--- config.mk ---
export PLATFORM = sky130hd
export DESIGN_NAME = kmeans_lane
export DESIGN_NICKNAME = d
export VERILOG_FILES = /design/src/rtl/kmeans_pkg.sv /design/src/rtl/kmeans_lane.sv
export SDC_FILE = /design/constraint.sdc
export NUM_CORES = 1
export LEC_CHECK = 0
export BUFFER_PORTS_ARGS = -buffer_cell sky130_fd_sc_hd__buf_2
export CORE_MARGIN = 1.5
export CORE_UTILIZATION = 45
export DETAILED_ROUTE_END_ITERATION = 8
export PLACE_DENSITY = 0.66
export SLEW_MARGIN = 20
export SYNTH_ARGS = -nofsm -noshare
export SYNTH_HDL_FRONTEND = slang
export SYNTH_SLANG_ARGS = --single-unit
--- constraint.sdc ---
create_clock -name clock -period 8.6 [get_ports clock]
set_clock_uncertainty 0.05 [all_clocks]
set_input_delay 1.29 -clock clock [delete_from_list [all_inputs] [get_ports clock]]
set_output_delay 1.29 -clock clock [all_outputs]
set_load 0.005 [all_outputs]
--- src/rtl/kmeans_pkg.sv ---
`default_nettype none
package kmeans_pkg;

   localparam int MaxClusters = 8;
   localparam int MaxDims     = 4;
   localparam int MaxPoints   = 1048576;

   localparam int ClW    = $clog2(MaxClusters);
   localparam int CoordW = 16;
   localparam int SumW   = 37;
   localparam int CntW   = 21;
   localparam int DistW  = 34;
   localparam int ErrW   = 54;
   localparam int DivCycW = 6;

   typedef enum logic [1:0] {
      OP_LOAD   = 2'd0,
      OP_ASSIGN = 2'd1,
      OP_UPDATE = 2'd2,
      OP_NONE   = 2'd3
   } op_type;

   localparam logic [0:0] REG_CLUSTERS = 1'b0;
   localparam logic [0:0] REG_DIMS     = 1'b1;

   typedef struct packed {
      logic [1:0]               operation;
      logic [2:0]               cluster_select;
      logic signed [CoordW-1:0] coord0;
      logic signed [CoordW-1:0] coord1;
      logic signed [CoordW-1:0] coord2;
      logic signed [CoordW-1:0] coord3;
   } req_type;

   typedef struct packed {
      logic [2:0]               cluster;
      logic [DistW-1:0]         sq_distance;
      logic signed [CoordW-1:0] cent0;
      logic signed [CoordW-1:0] cent1;
      logic signed [CoordW-1:0] cent2;
      logic signed [CoordW-1:0] cent3;
      logic [CntW-1:0]          point_count;
      logic                     empty_cluster;
      logic [ErrW-1:0]          total_error;
      logic                     last;
   } rsp_type;

   // Lane divider handshake between the sequencer and the lanes.
   typedef struct packed {
      logic            start;
      logic [CntW-1:0] divisor;
   } div_ctl_type;

endpackage
`default_nettype wire

--- src/rtl/kmeans_lane.sv ---
`default_nettype none
// One coordinate lane: squared difference and a restoring divider for the mean.
module kmeans_lane (
   input  wire logic                              clock,
   input  wire logic signed [kmeans_pkg::CoordW-1:0] point,
   input  wire logic signed [kmeans_pkg::CoordW-1:0] centroid,
   input  wire logic                              enable,
   output logic [kmeans_pkg::DistW-2:0]           sq_ff,
   input  wire kmeans_pkg::div_ctl_type           div_ctl,
   input  wire logic signed [kmeans_pkg::SumW-1:0] dividend,
   output logic signed [kmeans_pkg::CoordW-1:0]   quotient
);
   import kmeans_pkg::*;

   logic signed [CoordW:0] diff;
   logic [CoordW:0]        mag;
   logic [DistW-2:0]       sq_in;
   logic [SumW-1:0]        rem_ff, rem_in, quo_ff, quo_in;
   logic                   neg_ff, neg_in;
   logic [SumW:0]          trial;
   logic [SumW-1:0]        abs_div, q_signed;

   assign diff  = {point[CoordW-1], point} - {centroid[CoordW-1], centroid};
   assign mag   = diff[CoordW] ? -diff : diff;
   assign sq_in = enable ? (DistW-1)'(mag * mag) : '0;

   // Dividend bits shift in MSB first; remainder grows one bit per cycle.
   assign abs_div = dividend[SumW-1] ? -dividend : dividend;
   assign trial = {rem_ff, quo_ff[SumW-1]} - {(SumW+1-CntW)'(0), div_ctl.divisor};

   always_comb begin
      if (div_ctl.start) begin
         rem_in = '0;
         quo_in = abs_div;
         neg_in = dividend[SumW-1];
      end else begin
         neg_in = neg_ff;
         if (!trial[SumW]) begin
            rem_in = trial[SumW-1:0];
            quo_in = {quo_ff[SumW-2:0], 1'b1};
         end else begin
            rem_in = {rem_ff[SumW-2:0], quo_ff[SumW-1]};
            quo_in = {quo_ff[SumW-2:0], 1'b0};
         end
      end
   end

   assign q_signed = neg_ff ? -quo_ff : quo_ff;
   assign quotient = q_signed[CoordW-1:0];

   always_ff @(posedge clock) begin
      sq_ff  <= sq_in;
      rem_ff <= rem_in;
      quo_ff <= quo_in;
      neg_ff <= neg_in;
   end
endmodule
`default_nettype wire

==> metrics.txt <==
# TYPE chip_impl_metric gauge
chip_impl_info{name="rr_startpoint",value="rem_ff[20]"} 1
chip_impl_metric{name="setup_violations",unit=""} 0
chip_impl_metric{name="wl_per_cell",unit="µm"} 14.63
chip_impl_metric{name="hold_viol",unit=""} 0
chip_impl_metric{name="grt_antenna_before_repair",unit=""} 0
chip_impl_metric{name="detail_route.drc_violations",unit=""} 0
chip_impl_metric{name="overflow",unit=""} 0
chip_impl_info{name="outcome",value="complete, no violations"} 1
chip_impl_metric{name="reg2reg_depth",unit=""} 9
chip_impl_metric{name="ioPinCount",unit=""} 142
chip_impl_metric{name="postSynth.asyncResetShare",unit=""} 0
chip_impl_metric{name="hold_buffers",unit=""} 0
chip_impl_metric{name="seq_area_frac_synth",unit=""} 0.1435
chip_impl_metric{name="netlist-cell-type-count",unit=""} 92
chip_impl_metric{name="gp_congestion",unit=""} 0.8999
chip_impl_metric{name="hpwl",unit="µm"} 30370
chip_impl_info{name="worstHoldStart",value="quo_ff[28]"} 1
chip_impl_metric{name="maxSlewHeadroom",unit=""} 0.4443
chip_impl_info{name="leading_cell_types_by_total_area_after_synthesis",value="fa_1 (26%), dfxtp_1 (14%), ha_1 (12%)"} 1
chip_impl_metric{name="setup.reg_to_reg.worst_slack",unit="ps"} 4970
chip_impl_metric{name="grtUsageTotal",unit=""} 0.2248
chip_impl_info{name="worstSetupPathType",value="input pin to flip-flop"} 1
chip_impl_metric{name="syn-cell-area",unit="µm²"} 15000
chip_impl_metric{name="synth_area_per_cell",unit="µm²"} 8.527
chip_impl_info{name="synth_top_flop_cell",value="dfxtp_1"} 1
chip_impl_metric{name="netlist.area_leader.share",unit=""} 0.2616
chip_impl_metric{name="cts.path.max_buffers",unit=""} 2
chip_impl_metric{name="htree_num_levels",unit=""} 3
chip_impl_info{name="critPathLaunchType",value="input pin"} 1
chip_impl_info{name="netlist.top_cell.by_area",value="fa_1"} 1
chip_impl_metric{name="max_fanout_on_critical_path",unit=""} 4
chip_impl_metric{name="finalHoldWorstSlack",unit="ps"} 398.7
chip_impl_metric{name="antenna_cells_inserted",unit=""} 0
chip_impl_info{name="worst_case_hold_path_end_point",value="quo_ff[29]"} 1
chip_impl_metric{name="clk_pin_slew",unit="ps"} 80
chip_impl_metric{name="first_pass_grt_wire_length",unit="µm"} 62360
chip_impl_metric{name="number_of_synthesized_flops_with_an_enable_pin",unit=""} 1
chip_impl_metric{name="die_area",unit="µm²"} 34440
chip_impl_metric{name="synthCells",unit=""} 1759
chip_impl_metric{name="drt_iter0_drc",unit=""} 539
chip_impl_metric{name="fin_crit",unit="ps"} 8570
chip_impl_metric{name="ys_warn_count",unit=""} 0
chip_impl_metric{name="whs_path_depth",unit=""} 1
chip_impl_metric{name="fillers",unit=""} 2869
chip_impl_metric{name="maximum_number_of_pins_on_one_net_before_global_route_repair",unit=""} 116
chip_impl_metric{name="tritoncts_num_sinks",unit=""} 107
chip_impl_metric{name="clock_insertion_delay_worst_skew",unit="ps"} 380
chip_impl_metric{name="cap_violations",unit=""} 0
chip_impl_info{name="clock-root-buffer",value="clkbuf_16"} 1
chip_impl_metric{name="placementRows",unit=""} 66
chip_impl_metric{name="final_max_slew_viol_count",unit=""} 0
chip_impl_metric{name="vias_in_the_first_global_route",unit=""} 13670
chip_impl_info{name="hold_path_class",value="flip-flop to flip-flop"} 1
chip_impl_metric{name="die-height",unit="µm"} 185.6
chip_impl_metric{name="areaGrowthSynthToFinish",unit="%"} 32.14
chip_impl_metric{name="detail-route-antenna-nets",unit=""} 0
chip_impl_metric{name="vias",unit=""} 13230
chip_impl_metric{name="critPathRequiredTime",unit="ps"} 8820
chip_impl_info{name="endpoint_kind",value="flip-flop"} 1
chip_impl_info{name="worstReg2RegEnd",value="rem_ff[34]"} 1
chip_impl_metric{name="vias_per_cell",unit=""} 5.116
chip_impl_metric{name="drt_pass1_iterations",unit=""} 5
chip_impl_metric{name="finish.net_count",unit=""} 2569
chip_impl_metric{name="drt-total-wl",unit="µm"} 37850
chip_impl_metric{name="worstMarginPinSlew",unit="ps"} 824.8
chip_impl_info{name="unrepaired_setup_endpoints_after_global_routing",value="yes"} 1
chip_impl_metric{name="die_width",unit="µm"} 185.6
chip_impl_metric{name="cts_inserted_buffers",unit=""} 9
chip_impl_info{name="cts_tree",value="done"} 1
chip_impl_metric{name="place.port_buffers",unit=""} 140
chip_impl_metric{name="synth.ff_latch_count",unit=""} 107
chip_impl_metric{name="core_region_area",unit="µm²"} 32700
chip_impl_metric{name="initial_utilization",unit=""} 0.4587
chip_impl_metric{name="drive_above_1_share",unit=""} 0.3147
chip_impl_metric{name="highest_attainable_clock_frequency",unit="GHz"} 0.1167
chip_impl_metric{name="period_utilisation_layout",unit=""} 0.9965
chip_impl_metric{name="timing.critical_path.arrival",unit="ps"} 8790
cells in the final DEF, fill, tap and decap left out, types with 8 or more instances in the layout:
cell	instances
nor3_1	24
o21a_1	18
a21oi_1	75
clkbuf_16	9
xor2_1	53
xnor2_2	9
o21ai_0	45
a21o_1	22
buf_6	31
and2_1	11
nand2_2	11
o31ai_1	23
nor2_1	154
nor2_2	15
nor2b_1	13
xnor2_1	45
nor2_4	14
fa_1	187
inv_2	36
buf_2	133
ha_4	20
ha_1	117
dfxtp_1	106
nand3_1	15
mux2_2	10
or3_1	16
or4_1	22
nand2_1	126
conb_1	13
buf_4	244
fa_2	9
nand3b_1	8
a31oi_4	8
nand2b_1	28
inv_1	255
flip-flops by register name, summed over array words and instances, names as in the netlist:
| signal | count |
|---|---|
| sq_ff | 32 |
| quo_ff | 37 |
| neg_ff | 1 |
| rem_ff | 37 |
area by class of cell:
class | count | area (µm²) | area share
multi-input combinational | 1313 | 12770 | 0.6445
timing repair buffer | 409 | 2867 | 0.1446
sequential | 107 | 2152 | 0.1086
inverter | 300 | 1146 | 0.05782
tap | 442 | 553.0 | 0.02790
clock buffer | 9 | 225.2 | 0.01136
clock inverter | 7 | 102.6 | 0.005176
synthesized netlist by cell type (5+ instances only):
library cell	number
a21boi_0	6
inv_1	293
xnor2_1	52
nor4_1	7
a21oi_1	87
a211o_1	5
o21ai_0	58
and2_1	12
or4_1	22
xor2_1	57
or3_1	17
o21a_1	19
buf_2	14
nor2_1	182
a211oi_1	9
ha_1	140
o31a_1	6
o31ai_1	24
nand2_1	141
o211ai_1	6
nor2b_1	14
o41ai_1	7
fa_1	196
nand3_1	16
dfxtp_1	106
a21o_1	25
nor3_1	27
a31oi_1	12
mux2_2	10
clkbuf_1	29
and3_1	10
nand2b_1	32
nand3b_1	8
or2_2	11
inv_2	5
what timing repair did:
item	CTS	global route
pin swaps	72	111
gates cloned	1	0
endpoints found under the setup margin	13	16
resized for setup	80	151
setup buffers	16	32
worst max-delay path, stage by stage:
cell,delay (ps)
buf_6,100
ha_4,240
a21o_4,220
o21a_1,190
a21boi_2,150
or3_4,330
a221o_1,390
nor3_4,260
buf_6,140
nand4_1,210
buf_4,220
or2_4,240
fa_1,530
fa_1,450
fa_1,500
fa_1,570
fa_1,440
fa_1,560
inv_2,50
ha_4,290
nand2_4,60
o2111ai_4,230
a31oi_4,130
a21boi_4,250
nor4b_4,80
o21a_1,190
o21a_1,190
mux2_4,260
per-layer routing:
layer,track usage,wire [µm],vias to the layer above
met4,0.07290,999,0
met2,0.4220,19970,246
met1,0.2609,15550,6423
met5,0,0,-
li1,-,-,6511
met3,0.03248,1330,54
worst max path at each step:
stage                start         to  slack (ps)  depth (start not counted)
6_report          point[6]  sq_ff[32]          30                         28
5_1_grt           point[6]  sq_ff[31]        -200                         31
4_1_cts           point[0]  sq_ff[32]           1                         34
3_5_place_dp      point[0]  sq_ff[29]        -710                         36
3_3_place_gp      point[0]  sq_ff[29]        -540                         36
2_1_floorplan  centroid[8]  sq_ff[32]        -100                         33
stage by stage:
step | setup WS, ps | area [µm²] | cells | utilization | setup TNS, ps
final | 30.02 | 19820 | 2587 | 0.6061 | 0
after CTS | 1.237 | 18970 | 2557 | 0.5802 | 0
after global routing | -197.1 | 19820 | 2587 | 0.6061 | -1313
after floorplan | -97.28 | 15570 | 1770 | - | -97.28
after detailed placement | -709.0 | 18220 | 2525 | 0.5570 | -8023
after global placement | -545.0 | 18220 | 2525 | 0.5570 | -5751
cell families (layout without fill, tap and decap cells):
| family | Yosys count | in the layout | synth area share |
|---|---|---|---|
| buf+inv | 351 | 725 | 0.09026 |
| compound gates | 308 | 309 | 0.1373 |
| other cells | 2 | 13 | 0.0005007 |
| flops | 107 | 107 | 0.1435 |
| fa+ha+maj | 336 | 336 | 0.3784 |
| xor+xnor | 114 | 114 | 0.06907 |
| simple gates | 527 | 527 | 0.1707 |
| mux | 14 | 14 | 0.01034 |
Power is not shown: default switching activity piles up to over one toggle a cycle in this logic, so the estimate is an artifact.
